`src/rtl/plf_pkg.sv`:
```
// ----------------------------------------------------------------------------
// plf_pkg
// Shared types, constants and the 2^(2^-i) table builder for the power-law
// spectral filter.
// ----------------------------------------------------------------------------
package plf_pkg;

  localparam int MAX_LOG2_SIZE_DEF = 10;
  localparam int IDX_W   = 10;
  localparam int VAL_W   = 48;
  localparam int BETA_W  = 15;
  localparam int SIZE_W  = 4;
  localparam int MANT_W  = 31;   // Q1.30 mantissa
  localparam int EXP_FB  = 29;   // exponent fraction bits
  localparam int NLOG    = 16;   // log2 fraction bits, one squaring each
  localparam int E_W     = 40;   // exponent accumulator width
  localparam int J_W     = E_W - EXP_FB;
  localparam int T_W     = J_W + 1;
  localparam int Q_DEPTH = 4;
  localparam int CFG_IDX_W = 1;

  typedef enum logic [CFG_IDX_W-1:0] {
    REG_BETA = 1'b0,
    REG_SIZE = 1'b1
  } cfg_reg_t;

  typedef struct packed {
    logic             dc;
    logic             neg;
    logic [VAL_W-1:0] mag;
  } carry_t;

  typedef logic [0:EXP_FB][31:0] rom_t;

  function automatic logic [63:0] isqrt64(logic [63:0] x_in);
    logic [63:0] x;
    logic [63:0] r;
    logic [63:0] b;
    x = x_in;
    r = '0;
    b = 64'd1 << 62;
    for (int k = 0; k < 32; k++) begin
      if (x >= r + b) begin
        x = x - (r + b);
        r = (r >> 1) + b;
      end else begin
        r = r >> 1;
      end
      b = b >> 2;
    end
    return r;
  endfunction

  function automatic rom_t build_rom();
    rom_t        t;
    logic [63:0] v;
    v = 64'd1 << 31;
    t[0] = v[31:0];
    for (int i = 1; i <= EXP_FB; i++) begin
      v = isqrt64(v << 30);
      t[i] = v[31:0];
    end
    return t;
  endfunction

endpackage

```
`src/rtl/plf_front.sv`:
```
// ----------------------------------------------------------------------------
// plf_front
// Accepts bins, wraps indices to signed frequencies, forms the squared
// radius and splits the bin into sign and magnitude.
// ----------------------------------------------------------------------------
module plf_front #(
  parameter int MAX_LOG2_SIZE = plf_pkg::MAX_LOG2_SIZE_DEF
) (
  input  logic                        clk,
  input  logic                        rst_n,
  input  logic [plf_pkg::SIZE_W-1:0]  l_eff,
  input  logic                        in_valid,
  output logic                        in_stall,
  input  logic [plf_pkg::IDX_W-1:0]   in_row_index,
  input  logic [plf_pkg::IDX_W-1:0]   in_col_index,
  input  logic signed [plf_pkg::VAL_W-1:0] in_bin_value,
  output logic                        push,
  output logic [2*MAX_LOG2_SIZE-1:0]  push_s,
  output plf_pkg::carry_t             push_carry,
  input  logic                        q_full
);

  localparam int S_W = 2 * MAX_LOG2_SIZE;
  localparam int KW  = ((MAX_LOG2_SIZE > plf_pkg::IDX_W) ? MAX_LOG2_SIZE
                        : plf_pkg::IDX_W) + 1;

  logic                 f_valid_r, f_valid_nxt;
  logic [S_W-1:0]       f_s_r, f_s_nxt;
  plf_pkg::carry_t      f_c_r, f_c_nxt;
  logic [MAX_LOG2_SIZE-1:0] kr, kc;
  logic                 accept;

  function automatic logic [MAX_LOG2_SIZE-1:0] fmag(
    logic [plf_pkg::IDX_W-1:0] idx, logic [plf_pkg::SIZE_W-1:0] l);
    logic [KW-1:0] n;
    logic [KW-1:0] ix;
    logic [KW-1:0] k;
    n  = KW'(1) << l;
    ix = KW'(idx) & (n - KW'(1));
    if (l != '0 && ix >= (n >> 1)) k = n - ix;
    else k = ix;
    return k[MAX_LOG2_SIZE-1:0];
  endfunction

  assign in_stall = f_valid_r && q_full;
  assign accept   = in_valid && !in_stall;
  assign push     = f_valid_r && !q_full;
  assign push_s   = f_s_r;
  assign push_carry = f_c_r;

  always_comb begin
    kr = fmag(in_row_index, l_eff);
    kc = fmag(in_col_index, l_eff);
    f_s_nxt = S_W'(kr * kr) + S_W'(kc * kc);
    f_c_nxt.dc  = (f_s_nxt == '0);
    f_c_nxt.neg = in_bin_value[plf_pkg::VAL_W-1];
    f_c_nxt.mag = in_bin_value[plf_pkg::VAL_W-1] ? (~in_bin_value + 1'b1)
                                                   : in_bin_value;
    f_valid_nxt = f_valid_r;
    if (accept) f_valid_nxt = 1'b1;
    else if (push) f_valid_nxt = 1'b0;
  end

  always_ff @(posedge clk) begin
    if (!rst_n) begin
      f_valid_r <= 1'b0;
    end else begin
      f_valid_r <= f_valid_nxt;
    end
  end

  always_ff @(posedge clk) begin
    if (accept) begin
      f_s_r <= f_s_nxt;
      f_c_r <= f_c_nxt;
    end
  end

endmodule

```
`config.mk`:
```
export PLATFORM = sky130hd
export DESIGN_NAME = plf_front
export DESIGN_NICKNAME = d
export VERILOG_FILES = /design/src/rtl/plf_pkg.sv /design/src/rtl/plf_front.sv
export SDC_FILE = /design/constraint.sdc
export NUM_CORES = 1
export LEC_CHECK = 0
export BUFFER_PORTS_ARGS = -buffer_cell sky130_fd_sc_hd__buf_4
export CAP_MARGIN = 20
export CORE_MARGIN = 3
export CORE_UTILIZATION = 55
export CTS_BUF_LIST = sky130_fd_sc_hd__clkbuf_8
export CTS_CLUSTER_SIZE = 30
export DETAILED_ROUTE_END_ITERATION = 12
export GPL_ROUTABILITY_DRIVEN = 0
export PLACE_DENSITY_LB_ADDON = 0.3
export SYNTH_ARGS = -nofsm -noshare
export SYNTH_HDL_FRONTEND = slang
export SYNTH_SLANG_ARGS = --single-unit
export TNS_END_PERCENT = 10
```
`constraint.sdc`:
```
create_clock -name clk -period 16.8 [get_ports clk]
set_input_delay 3.36 -clock clk [delete_from_list [all_inputs] [get_ports clk]]
set_output_delay 3.36 -clock clk [all_outputs]
set_load 0.005 [all_outputs]
```
==> impl_metrics.csv <==
group,metric,value,unit
worst_hold_path,hold_depth,2,
route,drc,0,
grt,antenna_found_initial,0,
route,avgRoutedWirePerCell,16.7,um
synth,async_reset_ff_frac,0,
grt,grt.overflow.total,0,
setup_path,timing.critical_path.mode_cell,"fa_1",
synth,syn_area_per_cell,9.38,um2
setup_path,r2r_start,"f_valid_r",
synth,synthesis.area,10800,um2
floorplanning,coreArea,19000,um2
finish,layout_common_cells,"inv_1 (209), buf_4 (156), fa_1 (130)",
place,dpl.hpwl,21400,um
route,vias,8710,
finish,drive_gt1_frac,0.163,
grt,grt_max_degree,71,
finish,nFillCells,1582,
worst_hold_path,hold_class,"reg -> reg",
cts,clk_pin_slew_worst_paths,0.08,ns
route,viasPerCell,5.61,
route,antenna_left,0,
floorplanning,io_pins,148,
setup_path,crit_required,16.95,ns
setup_path,critPathArrivalTime,14.81,ns
finish,final_common_cell,"inv_1",
finish,diodes,0,
synth,ys_seq_elements,71,
timing,finClkSkew,0.00763,ns
setup_path,timing.reg2reg.setup_slack,15.10,ns
cts,post_cts_buffers,0,
place,place_ws,1.98,ns
finish,synthToLayoutAreaGrowth,14.3,%
finish,fin_cells,1553,
synth,ys_types,85,
setup_path,r2r_cells,3,
cts,cts_tree,"built",
synth,yosysSeqAreaShare,0.196,
place,placedCellCount,1537,
cts,cts_buffers,9,
timing,setup_violations,0,
setup_path,startpoint_type,"input pin",
cts,hold_buffers,0,
timing,rsz0062_at_grt,"false",
timing,relSlewSlack,0.162,
synth,yosysWarningCount,0,
grt,grt_pass1_wl,42900,um
finish,finish.net_count,1606,
synth,ys.flop_type,"edfxtp_1",
setup_path,critPathMaxFanout,29,
worst_hold_path,min_from,"f_valid_r",
timing,fin_crit_sh,0.872,
synth,syn_nets,1470,
cts,cts_buffer_depth,2,
place,io_buffers,147,
route,wirelength,25900,um
floorplanning,rows,50,
synth,synth_edf_count,70,
floorplanning,start_util,0.568,
route,drtIter0Drc,573,
cts,cts_max_level,3,
timing,setup_tns,0,ns
timing,final_hold_viol_count,0,
setup_path,max_stage_delay,0.93,ns
synth,postSynthCellCount,1152,
worst_hold_path,worstHoldEndpoint,"f_valid_r",
cts,post_cts_resized,0,
setup_path,crit_slowest_cell,"a22oi_1",
setup_path,rr_endpoint,"push_carry[1]",
cts,clkLatencyLatePin,0.35,ns
route,firstDrtPassIters,5,
grt,grt_pass1_vias,8973,
timing,slew_violations,0,
timing,max_freq,68.2,MHz
flow_run,cap_viol_max_count,0,
cts,cts_sinks,71,
setup_path,cp-end-kind,"flop",
timing,finalWorstSetupSlack,2.14,ns
floorplanning,die_area,21400,um2
floorplanning,die_width,146,um
cts,cts_root_buffer,"clkbuf_8",
outcome,status,"finished clean",
timing,tightest_slew,1.26,ns
floorplanning,die_h,146,um
timing,finalCriticalPeriod,14.66,ns
grt,grt_usage,0.245,
setup_path,path_class,"in -> reg",
==> registers in the layout (all words and copies together) (netlist names) <==
signal / count
push_carry: 50
push_s: 20
f_valid_r: 1
==> routing by layer <==
layer  track usage  part of all wire  vias to the layer above
li1              -                 -                     4116
met1         0.316              0.40                     4209
met4        0.0870             0.029                        0
met3        0.0397             0.075                       51
met2         0.419              0.50                      334
met5             0                 0                        -
==> synth_stat cells (7+ instances only) <==
cell | instances | area, um2
or4_1 | 10 | 75.1
a21oi_1 | 39 | 195
clkbuf_1 | 24 | 90.1
o21ai_0 | 30 | 150
o41ai_1 | 7 | 61.3
o31ai_1 | 20 | 150
xnor2_1 | 76 | 666
xor2_1 | 8 | 70.1
nor2b_1 | 15 | 93.8
or3_1 | 8 | 50.1
inv_1 | 208 | 781
edfxtp_1 | 70 | 2100
mux2i_1 | 7 | 70.1
fa_1 | 130 | 2600
nor2_1 | 92 | 345
nand2b_1 | 18 | 113
and2_1 | 17 | 106
or2_2 | 16 | 100
ha_1 | 112 | 1400
o21a_1 | 12 | 90.1
nor3_1 | 16 | 80.1
nand2_1 | 82 | 308
a21o_1 | 15 | 113
nand3_1 | 9 | 45.0
==> worst max path at each step <==
| stage | from | endpoint | cells past startpoint | slack [ns] |
|---|---|---|---|---|
| floorplan | l_eff[1] | push_carry[49] | 40 | 2.93 |
| global placement | l_eff[3] | push_carry[49] | 36 | 2.33 |
| detailed placement | l_eff[3] | push_carry[49] | 36 | 1.98 |
| CTS | l_eff[3] | push_carry[49] | 36 | 2.32 |
| global route | l_eff[3] | push_carry[49] | 36 | 1.37 |
| finish | l_eff[3] | push_carry[49] | 36 | 2.14 |
==> area by class of cell <==
cell class | count | area, um2 | share of cell area
Multi-Input combinational cell | 837 | 7750 | 0.628
Sequential cell | 71 | 2120 | 0.172
Timing Repair Buffer | 156 | 1170 | 0.0949
Inverter | 213 | 805 | 0.0652
Tap cell | 260 | 325 | 0.0264
Clock buffer | 9 | 124 | 0.0100
Clock inverter | 7 | 48.8 | 0.00395
==> critical path, delay by kind of cell <==
kind	cells	cell delay [ns]
fa+ha+maj	10	4.64
xor+xnor	2	0.29
simple gates	9	3.36
compound gates	10	2.71
buf+inv	5	0.40
==> metrics by stage <==
| stage | utilization | area, um2 | hold slack (ns) |
|---|---|---|---|
| 6_report | 0.649 | 12300 | 0.673 |
| 3_5_place_dp | 0.640 | 12200 | 0.661 |
| 2_1_floorplan | - | 10800 | 0.588 |
| 3_3_place_gp | 0.640 | 12200 | 0.650 |
| 4_1_cts | 0.649 | 12300 | 0.684 |
| 5_1_grt | 0.649 | 12300 | 0.738 |
==> cell families (layout without fill, tap and decap cells) <==
| family | after synthesis | after routing | share of synthesized area |
|---|---|---|---|
| AO/OA/AOI/OAI | 185 | 185 | 0.120 |
| buffers and inverters | 244 | 385 | 0.0871 |
| multiplexers | 9 | 9 | 0.00857 |
| AND/OR/NAND/NOR | 317 | 317 | 0.149 |
| flip-flops | 71 | 71 | 0.196 |
| adder cells (fa/ha/maj) | 242 | 242 | 0.371 |
| XOR/XNOR | 84 | 84 | 0.0681 |
Power is not shown: default switching activity piles up to over one toggle a cycle in this logic, so the estimate is an artifact.
