`src/rtl/plf_pkg.sv`:
```
// ----------------------------------------------------------------------------
// plf_pkg
// Shared types, constants and the 2^(2^-i) table builder for the power-law
// spectral filter.
// ----------------------------------------------------------------------------
package plf_pkg;

  localparam int MAX_LOG2_SIZE_DEF = 10;
  localparam int IDX_W   = 10;
  localparam int VAL_W   = 48;
  localparam int BETA_W  = 15;
  localparam int SIZE_W  = 4;
  localparam int MANT_W  = 31;   // Q1.30 mantissa
  localparam int EXP_FB  = 29;   // exponent fraction bits
  localparam int NLOG    = 16;   // log2 fraction bits, one squaring each
  localparam int E_W     = 40;   // exponent accumulator width
  localparam int J_W     = E_W - EXP_FB;
  localparam int T_W     = J_W + 1;
  localparam int Q_DEPTH = 4;
  localparam int CFG_IDX_W = 1;

  typedef enum logic [CFG_IDX_W-1:0] {
    REG_BETA = 1'b0,
    REG_SIZE = 1'b1
  } cfg_reg_t;

  typedef struct packed {
    logic             dc;
    logic             neg;
    logic [VAL_W-1:0] mag;
  } carry_t;

  typedef logic [0:EXP_FB][31:0] rom_t;

  function automatic logic [63:0] isqrt64(logic [63:0] x_in);
    logic [63:0] x;
    logic [63:0] r;
    logic [63:0] b;
    x = x_in;
    r = '0;
    b = 64'd1 << 62;
    for (int k = 0; k < 32; k++) begin
      if (x >= r + b) begin
        x = x - (r + b);
        r = (r >> 1) + b;
      end else begin
        r = r >> 1;
      end
      b = b >> 2;
    end
    return r;
  endfunction

  function automatic rom_t build_rom();
    rom_t        t;
    logic [63:0] v;
    v = 64'd1 << 31;
    t[0] = v[31:0];
    for (int i = 1; i <= EXP_FB; i++) begin
      v = isqrt64(v << 30);
      t[i] = v[31:0];
    end
    return t;
  endfunction

endpackage

```
`src/rtl/plf_queue.sv`:
```
// ----------------------------------------------------------------------------
// plf_queue
// Small register FIFO between the front and the arithmetic back end.
// ----------------------------------------------------------------------------
module plf_queue #(
  parameter int W = 8
) (
  input  logic         clk,
  input  logic         rst_n,
  input  logic         push,
  input  logic [W-1:0] push_data,
  output logic         full,
  input  logic         pop,
  output logic         valid,
  output logic [W-1:0] head
);

  localparam int D   = plf_pkg::Q_DEPTH;
  localparam int A_W = $clog2(D);

  logic [W-1:0]   mem [D];
  logic [A_W-1:0] wr_r, wr_nxt, rd_r, rd_nxt;
  logic [A_W:0]   cnt_r, cnt_nxt;

  assign full  = (cnt_r == (A_W+1)'(D));
  assign valid = (cnt_r != '0);
  assign head  = mem[rd_r];

  always_comb begin
    wr_nxt  = push ? wr_r + 1'b1 : wr_r;
    rd_nxt  = pop ? rd_r + 1'b1 : rd_r;
    cnt_nxt = cnt_r + (A_W+1)'(push) - (A_W+1)'(pop);
  end

  always_ff @(posedge clk) begin
    if (!rst_n) begin
      wr_r  <= '0;
      rd_r  <= '0;
      cnt_r <= '0;
    end else begin
      wr_r  <= wr_nxt;
      rd_r  <= rd_nxt;
      cnt_r <= cnt_nxt;
    end
  end

  always_ff @(posedge clk) begin
    if (push) mem[wr_r] <= push_data;
  end

endmodule

```
`config.mk`:
```
export PLATFORM = sky130hd
export DESIGN_NAME = plf_queue
export DESIGN_NICKNAME = d
export VERILOG_FILES = /design/src/rtl/plf_pkg.sv /design/src/rtl/plf_queue.sv
export SDC_FILE = /design/constraint.sdc
export NUM_CORES = 1
export LEC_CHECK = 0
export ABC_AREA = 0
export BUFFER_PORTS_ARGS = -buffer_cell sky130_fd_sc_hd__buf_2
export CAP_MARGIN = 20
export CORE_UTILIZATION = 50
export CTS_BUF_LIST = sky130_fd_sc_hd__clkbuf_8
export CTS_CLUSTER_SIZE = 28
export DETAILED_ROUTE_END_ITERATION = 10
export PLACE_DENSITY = 0.81
export SETUP_SLACK_MARGIN = 0.02
export SLEW_MARGIN = 20
export SYNTH_ARGS = -nofsm -noshare
export SYNTH_HDL_FRONTEND = slang
export SYNTH_SLANG_ARGS = --single-unit
```
`constraint.sdc`:
```
create_clock -name clk -period 1.7 [get_ports clk]
set_input_delay 0.17 -clock clk [delete_from_list [all_inputs] [get_ports clk]]
set_output_delay 0.17 -clock clk [all_outputs]
set_load 0.05 [all_outputs]
```
==> results of run 1 <==
==> per-layer routing <==
layer	track usage, %	vias up	share of wire, %
met5	0	-	0
met1	18.96	374	44
met2	26.44	22	47
met3	7.473	7	5.5
li1	-	368	-
met4	12.24	0	3.1
==> flip-flops by register name, summed over array words and instances (netlist names), named ones only <==
name   flops
cnt_r      3
mem       32
rd_r       2
wr_r       2
==> power groups by stage <==
stage          Clock, mW  Sequential, mW  Combinational [mW]
2_1_floorplan          0            1.20               0.362
3_3_place_gp           0            1.21               0.440
3_5_place_dp           0            1.21               0.452
4_1_cts            0.772            1.19               0.485
5_1_grt            0.806            1.20               0.532
6_report           0.752            1.19               0.490
==> final cells by class <==
cell class / instances / share of cell area [%]
repair buffers: 23 / 9.032
clock buffers: 5 / 3.574
clock inverters: 3 / 2.014
multi-input cells: 35 / 21.70
flip-flops and latches: 41 / 59.45
inverters: 7 / 1.365
well taps: 44 / 2.859
==> metrics by stage <==
| stage | setup TNS (ns) | area (sq um) |
|---|---|---|
| after global placement | 0 | 1760 |
| after CTS | 0 | 1904 |
| after detailed placement | -0.05028 | 1760 |
| after global routing | 0 | 1926 |
| final | 0 | 1926 |
| after floorplan | 0 | 1602 |
==> worst max path at each step <==
stage / start / to / slack [ns] / cells past startpoint
after floorplan: cnt_r[0] / cnt_r[2] / 0.04 / 7
after global placement: cnt_r[0] / cnt_r[2] / 0.02 / 7
final: register / head[1] / 0.07 / 3
after global routing: register / head[1] / 0.01 / 3
after CTS: register / head[1] / 0.02 / 3
after detailed placement: cnt_r[0] / cnt_r[2] / -0.05 / 7
==> worst max-delay path, delay by kind of cell (launching register included) <==
| kind | cells | cell delay [ns] |
|---|---|---|
| mux | 1 | 0.52 |
| flops | 1 | 0.35 |
| buf+inv | 2 | 0.30 |
==> kinds of logic (layout without fill, tap and decap cells) <==
group,Yosys count,in the layout,share of synthesized area (%)
buffers and inverters,9,38,2.656
DFF,41,41,71.25
AOI/OAI and AO/OA,2,2,0.9372
adders and majority gates,7,7,5.937
muxes,9,9,11.87
xor gates and xnor gates,3,3,2.578
and+or+nand+nor,14,14,4.767
==> placed cells by master (no fill, tap or decap), types with 2 or more instances in the layout <==
master and count:
nor2_1 5, dfxtp_2 3, inv_1 8, xnor2_1 2, mux4_2 8, edfxtp_1 32, dfxtp_1 6, clkbuf_8 5
buf_2 13, and2_1 6, ha_1 6, buf_6 9
==> what timing repair did <==
item,in CTS,in global routing
endpoints found under the setup margin,9,8
setup buffers,0,0
gates resized for setup,13,7
pin swaps,1,0
==> impl_metrics.tcl, run 1 <==
set metrics [dict create \
    status "complete, no violations" \
    yosysTopAreaCell "edfxtp_1" \
    final_util_pct 63.07 \
    cp_slowest_stage_delay_ns 0.52 \
    p_comb_share_pct 20.1 \
    drc 0 \
    post-synth-top-count-cell "edfxtp_1" \
    clk_latency_ns 0.30 \
    critPathArrivalTime_ns 1.46 \
    syn_nets 104 \
    synth_common_cells "edfxtp_1 (32), dfxtp_1 (9), mux4_2 (8)" \
    wl_um 2428 \
    synthArstFlopShare_pct 0 \
    whs_path_depth 1 \
    first_global_vias 804 \
    antenna_found_initial 0 \
    hold_end "mem[1][0]" \
    cts_tree "done" \
    drtPass1Iterations 4 \
    r2r-start "cnt_r[0]" \
    r2r_slack_ns 0.12 \
    fin_crit_sh_pct 96.11 \
    portBuffers 21 \
    cts.path.max_buffers 2 \
    synth_seq_area_share_pct 71.25 \
    setup_viol 0 \
    max_freq_mhz 612.0 \
    finClkSkew_ns 0.008616 \
    p_int_mw 1.785 \
    fp.dieArea_sq_um 3433 \
    grt_max_degree 14 \
    row_count 20 \
    p_total_mw 2.432 \
    cts_root_buffer "clkbuf_8" \
    dpl.hpwl_um 1642 \
    dp_cells 150 \
    seq_area_sq_um 1145 \
    clk_pin_slew_ns 0.08 \
    antennaDiodeCount 0 \
    crit_top_cell "buf_6" \
    finalMaxSlewViolations 0 \
    grt.total_usage_pct 17.11 \
    ys_ff_latch 41 \
    fillers 247 \
    synth.area.top_cells "edfxtp_1 (60%), dfxtp_1 (11%), mux4_2 (11%)" \
    crit_path_cell_trace "buf_6, mux4_2, buf_6" \
    gp_congestion 0.7790 \
    fin_ws_ns 0.06608 \
    final_cell_count_no_fill 158 \
    synth_edf_count 32 \
    crit_slowest_cell "mux4_2" \
    netSwitchingPower_mw 0.6468 \
    cp-start-kind "register" \
    rsz0062_at_grt "true" \
    crit_path_max_fanout 4 \
    cts_inserted_buffers 5 \
    drive_above_1_share_pct 36.84 \
    finalNetCount 132 \
    period_needed_ns 1.634 \
    holdBufCountCts 0 \
    worstSetupEndpointType "output port" \
    synth_flop_cell "edfxtp_1" \
    io_pins 22 \
    die_x_um 58.60 \
    path_class "register to output port" \
    routedWlPerCell_um 15.37 \
    syn_avg_cell_area_sq_um 18.84 \
    critical_path_required_ns 1.53 \
    powerDensity_nw_per_um2 1263 \
    area_delta_synth_final_pct 20.23 \
    drv_cap 0 \
    die_h_um 58.60 \
    peakVddDrop_uv 698.6 \
    via_per_inst 4.880 \
    maxSlewHeadroom_pct 70.97 \
    cts-htree-levels 2 \
    hold_path_class "input port to register" \
    pre_cts_ws_ns -0.05028 \
    cts.sinks 41 \
    p_sw_share_pct 26.60 \
    syn-cell-area_sq_um 1602 \
    multi_input_area_sq_um 417.9 \
    grt_pass1_wl_um 3781 \
    pwr-share-clk_pct 30.9 \
    grt_overflow 0 \
    rr_worst_depth 7 \
    hold_viol 0 \
    netlist_instances 85 \
    total_leakage_power_nw 0.7253 \
    power_frac_seq_pct 48.9 \
    coreArea_sq_um 3053 \
    ys_warn_count 0 \
    synth.top_cell.area_share_pct 60.00 \
    hold_path.startpoint "push_data[0]" \
    drtAntennaViolNets 0 \
    hold_ws_ns 0.08966 \
    drt-initial-drc-count 19 \
    start_util_pct 52.46 \
    yosys.cell_types.count 18 \
    max_slew.worst_pin.slew_ns 0.4355 \
    vias 771 \
    regToRegEndpoint "cnt_r[2]" \
]
No activity file was read; power rests on OpenSTA's default activity.
==> run 2, diff against run 1 <==
Settings changed: GPL_TIMING_DRIVEN set to 0.
==> run 2 against run 1 <==
Against the previous run:
- global-route usage down 1.2 points
- register-to-register slack better by 0.02 ns
- setup slack better by 0.0067 ns
- final cell count unchanged
==> impl_metrics.tcl, run 2 (same netlist as run 1, synthesis figures left out) <==
set metrics [dict create \
    status "complete, no violations" \
    drive_above_1_share_pct 35.09 \
    regMostFlops "mem" \
    via_per_inst 4.892 \
    fp.dieArea_sq_um 3433 \
    hold_ws_ns 0.09810 \
    r2r-start "cnt_r[0]" \
    grt_overflow 0 \
    rr_worst_depth 6 \
    cts_tree "done" \
    cts_inserted_buffers 5 \
    die_x_um 58.60 \
    grt.total_usage_pct 15.95 \
    die_h_um 58.60 \
    setup_viol 0 \
    io_pins 22 \
    maxSlewHeadroom_pct 72.29 \
    final_cell_mix "edfxtp_1 (32), buf_2 (13), inv_1 (8), mux4_2 (8), dfxtp_1 (8)" \
    wl_um 2360 \
    hold_path_class "input port to register" \
    cts-htree-levels 2 \
    cts.sinks 41 \
    cp_top_family "multiplexers" \
    finClkSkew_ns 0.007964 \
    grtUsageMet1_pct 17.25 \
    reg.largest.list "mem (32), cnt_r (3)" \
    max_slew.worst_pin.slew_ns 0.4156 \
    clk_pin_slew_ns 0.07 \
    finalNetCount 132 \
    cp_slowest_stage_delay_ns 0.52 \
    rsz0062_at_grt "false" \
    vias 773 \
    antenna_found_initial 0 \
    fin_crit_sh_pct 95.72 \
    drc 0 \
    routedWlPerCell_um 14.94 \
    gp_congestion 0.6552 \
    worstSetupEndpointType "output port" \
    max_freq_mhz 614.5 \
    coreArea_sq_um 3053 \
    final_util_pct 63.36 \
    drtAntennaViolNets 0 \
    total_leakage_power_nw 0.7252 \
    crit_path_cell_trace "buf_12, mux4_2, buf_8" \
    portBuffers 21 \
    hold_viol 0 \
    cts.path.max_buffers 2 \
    hold_end "mem[2][1]" \
    r2r_slack_ns 0.14 \
    setup-tns-final_ns 0 \
    largest_register_ffs 32 \
    row_count 20 \
    peakVddDrop_uv 877.5 \
    finalMaxSlewViolations 0 \
    use_met2_pct 26.93 \
    drv_cap 0 \
    crit_slowest_cell "mux4_2" \
    path_class "register to output port" \
    cp-start-kind "register" \
    start_util_pct 52.46 \
    grt_pass1_wl_um 3643 \
    final_common_cell "edfxtp_1" \
    critical_path_required_ns 1.53 \
    grt-busiest-layer "met2" \
    powerDensity_nw_per_um2 1252 \
    holdBufCountCts 0 \
    cp_num_buf_inv 2 \
    cts_root_buffer "clkbuf_8" \
    drtPass1Iterations 4 \
    antennaDiodeCount 0 \
    use_met3_pct 7.253 \
    drt-initial-drc-count 15 \
    hold_path.startpoint "push_data[1]" \
    clk_latency_ns 0.29 \
    regToRegEndpoint "cnt_r[1]" \
    grt_max_degree 13 \
    area_delta_synth_final_pct 20.78 \
    critPathArrivalTime_ns 1.46 \
    first_global_vias 801 \
    crit_path_max_fanout 8 \
    whs_path_depth 1 \
    dpl.hpwl_um 1661 \
    period_needed_ns 1.627 \
]
[run 2: worst reg2reg max path, cell delays in order (launching register included)]
cell and delay, ns:
dfxtp_1 0.33, inv_1 0.05, ha_1 0.26, inv_1 0.04
ha_1 0.19, fa_2 0.53, and2_1 0.12
[run 2: layer usage]
layer	share of wire (%)	vias up	routed length, um
met5	0	-	0
li1	-	369	-
met2	55	24	1299
met1	39	378	925
met3	5.3	2	125
met4	0.42	0	10
[run 2: worst max-delay path by stage]
stage,endpoint,slack (ns),cells past startpoint
2_1_floorplan,cnt_r[2],0.04,7
6_report,head[2],0.07,3
5_1_grt,head[2],0.02,3
3_5_place_dp,cnt_r[2],-0.05,7
3_3_place_gp,cnt_r[2],-0.002,7
4_1_cts,head[7],0.03,3
[run 2: power by group]
| part | internal, mW | switching [mW] |
|---|---|---|
| combinational | 0.214 | 0.300 |
| clock | 0.427 | 0.298 |
| sequential | 1.15 | 0.0310 |
| total | 1.79 | 0.630 |
[run 2: final cells by class]
cell class | instances | area, sq um
Buffer | 2 | 25.02
Clock buffer | 5 | 68.82
Clock inverter | 3 | 37.54
Fill cell | 246 | 1119
Inverter | 7 | 26.28
Multi-Input combinational cell | 35 | 420.4
Sequential cell | 41 | 1142
Tap cell | 44 | 55.05
Timing Repair Buffer | 21 | 158.9
[run 2: repair_timing]
action | in CTS | in global routing
resized for setup | 13 | 8
buffers inserted | 0 | 0
setup endpoints to repair | 9 | 10
pin swaps | 1 | 0
[run 2: per-stage QoR]
stage	cells	area, sq um	setup WS [ns]	total power, mW
floorplan	85	1602	0.03867	1.558
global placement	150	1762	-0.001633	1.651
detailed placement	150	1762	-0.04690	1.673
CTS	158	1907	0.02561	2.433
global route	158	1934	0.01729	2.516
finish	158	1934	0.07277	2.423
==> run 3, diff against run 2 <==
Settings changed: CTS_BUF_LIST sky130_fd_sc_hd__clkbuf_8 to sky130_fd_sc_hd__clkbuf_16.
==> run 3 against run 2 <==
Against the previous run:
- clock skew is 0.0019 ns lower
- critical path depth stayed put
- register-to-register slack barely moved
- sequential share of layout area fell by 1.3 points
- count of clock-buffer cells in the layout stayed put
- largest cell class unchanged
- largest power group unchanged
==> impl_metrics.tcl, run 3 (same netlist as run 1, synthesis figures left out) <==
set metrics [dict create \
    status "complete, no violations" \
    maxSlewHeadroom_pct 71.24 \
    drt-initial-drc-count 32 \
    holdBufCountCts 0 \
    cp_top_family "multiplexers" \
    powerDensity_nw_per_um2 1370 \
    drc 0 \
    grt.total_usage_pct 16.38 \
    pre_cts_ws_ns -0.04690 \
    grt_max_degree 13 \
    clk_pin_slew_ns 0.06 \
    clk_latency_ns 0.28 \
    r2r_slack_ns 0.14 \
    finalMaxSlewViolations 0 \
    max_slew.worst_pin.slew_ns 0.4314 \
    portBuffers 21 \
    finalNetCount 132 \
    hold_ws_ns 0.1080 \
    r2r-start "cnt_r[0]" \
    antennaDiodeCount 0 \
    cts.path.max_buffers 2 \
    fp.dieArea_sq_um 3433 \
    grt_overflow 0 \
    cp_num_buf_inv 2 \
    vias 784 \
    drv_cap 0 \
    crit_path_max_fanout 8 \
    cts_root_buffer "clkbuf_16" \
    crit_top_cell "buf_6" \
    regMostFlops "mem" \
    setup_viol 0 \
    rsz0062_at_grt "false" \
    cp-start-kind "register" \
    hold_path_class "input port to register" \
    final_cell_mix "edfxtp_1 (32), buf_2 (13), buf_6 (9), dfxtp_1 (9)" \
    whs_path_depth 1 \
    area_delta_synth_final_pct 23.44 \
    reg.largest.list "mem (32), cnt_r (3)" \
    gp_congestion 0.6552 \
    grt_pass1_wl_um 3732 \
    period_needed_ns 1.640 \
    hold_viol 0 \
    cp_slowest_stage_delay_ns 0.53 \
    final_cell_count_no_fill 158 \
    worstSetupEndpointType "output port" \
    io_pins 22 \
    final_common_cell "edfxtp_1" \
    max_freq_mhz 609.9 \
    drtAntennaViolNets 0 \
    die_x_um 58.60 \
    antenna_found_initial 0 \
    dpl.hpwl_um 1661 \
    cts_inserted_buffers 5 \
    crit_path_cell_trace "buf_6, mux4_2, buf_6" \
    total_leakage_power_nw 0.7466 \
    row_count 20 \
    critical_path_required_ns 1.53 \
    drive_above_1_share_pct 34.21 \
    wl_um 2433 \
    rr_worst_depth 6 \
    fillers 233 \
    first_global_vias 804 \
    critPathArrivalTime_ns 1.47 \
    cts-htree-levels 2 \
    hold_end "mem[3][7]" \
    hold_path.startpoint "push_data[7]" \
    cts_tree "done" \
    die_h_um 58.60 \
    regToRegEndpoint "cnt_r[1]" \
    cts.sinks 41 \
    largest_register_ffs 32 \
    start_util_pct 52.46 \
    routedWlPerCell_um 15.40 \
    crit_slowest_cell "mux4_2" \
    fin_crit_sh_pct 96.45 \
    finClkSkew_ns 0.006083 \
    peakVddDrop_uv 1005 \
    fin_ws_ns 0.06038 \
    coreArea_sq_um 3053 \
    drtPass1Iterations 4 \
    path_class "register to output port" \
    dp_cells 150 \
    via_per_inst 4.962 \
]
==> run 3: cell counts in the layout (fill, tap and decap cells not counted) <==
Identical to the previous run, type by type.
==> run 3: routing by layer <==
metal	track usage (%)	vias up	share of wire [%]	wire (um)
li1	-	369	-	-
met4	7.143	0	1.8	43
met1	18.46	387	40	983
met5	0	-	0	0
met3	8.132	5	4.8	117
met2	26.44	23	53	1288
==> run 3: layout make-up <==
class	instances	area (sq um)	share of cell area (%)
Buffer	2	16.27	0.8228
Clock buffer	5	125.1	6.329
Clock inverter	3	37.54	1.899
Inverter	7	26.28	1.329
Multi-Input combinational cell	35	420.4	21.27
Sequential cell	41	1141	57.72
Tap cell	44	55.05	2.785
Timing Repair Buffer	21	155.1	7.848
==> run 3: metrics by stage <==
stage                     area, sq um  power [mW]  utilization [%]    TNS, ns
final                            1977       2.708            64.75          0
after global routing             1977       2.803            64.75          0
after CTS                        1929       2.694            63.20          0
after detailed placement         1762       1.673            57.70   -0.04690
after global placement           1762       1.651            57.70  -0.001633
after floorplan                  1602       1.558                -          0
==> run 3: worst max path at each step <==
stage / start / endpoint / slack [ns] / cells after the start
after global placement: cnt_r[0] / cnt_r[2] / -0.002 / 7
after detailed placement: cnt_r[0] / cnt_r[2] / -0.05 / 7
final: register / head[1] / 0.06 / 3
after CTS: register / head[0] / 0.02 / 3
after floorplan: cnt_r[0] / cnt_r[2] / 0.04 / 7
after global routing: register / head[1] / 0.02 / 3
==> run 3: what timing repair did <==
action                                  CTS  global route
pin swaps                                 1             0
endpoints found under the setup margin    3             9
resized for setup                         2            21
setup buffers                             0             0
cloned                                    0             0
==> run 3: where the power goes <==
group | internal [mW] | switching (mW)
clock network | 0.681 | 0.338
logic | 0.207 | 0.300
registers | 1.15 | 0.0304
total | 2.04 | 0.668
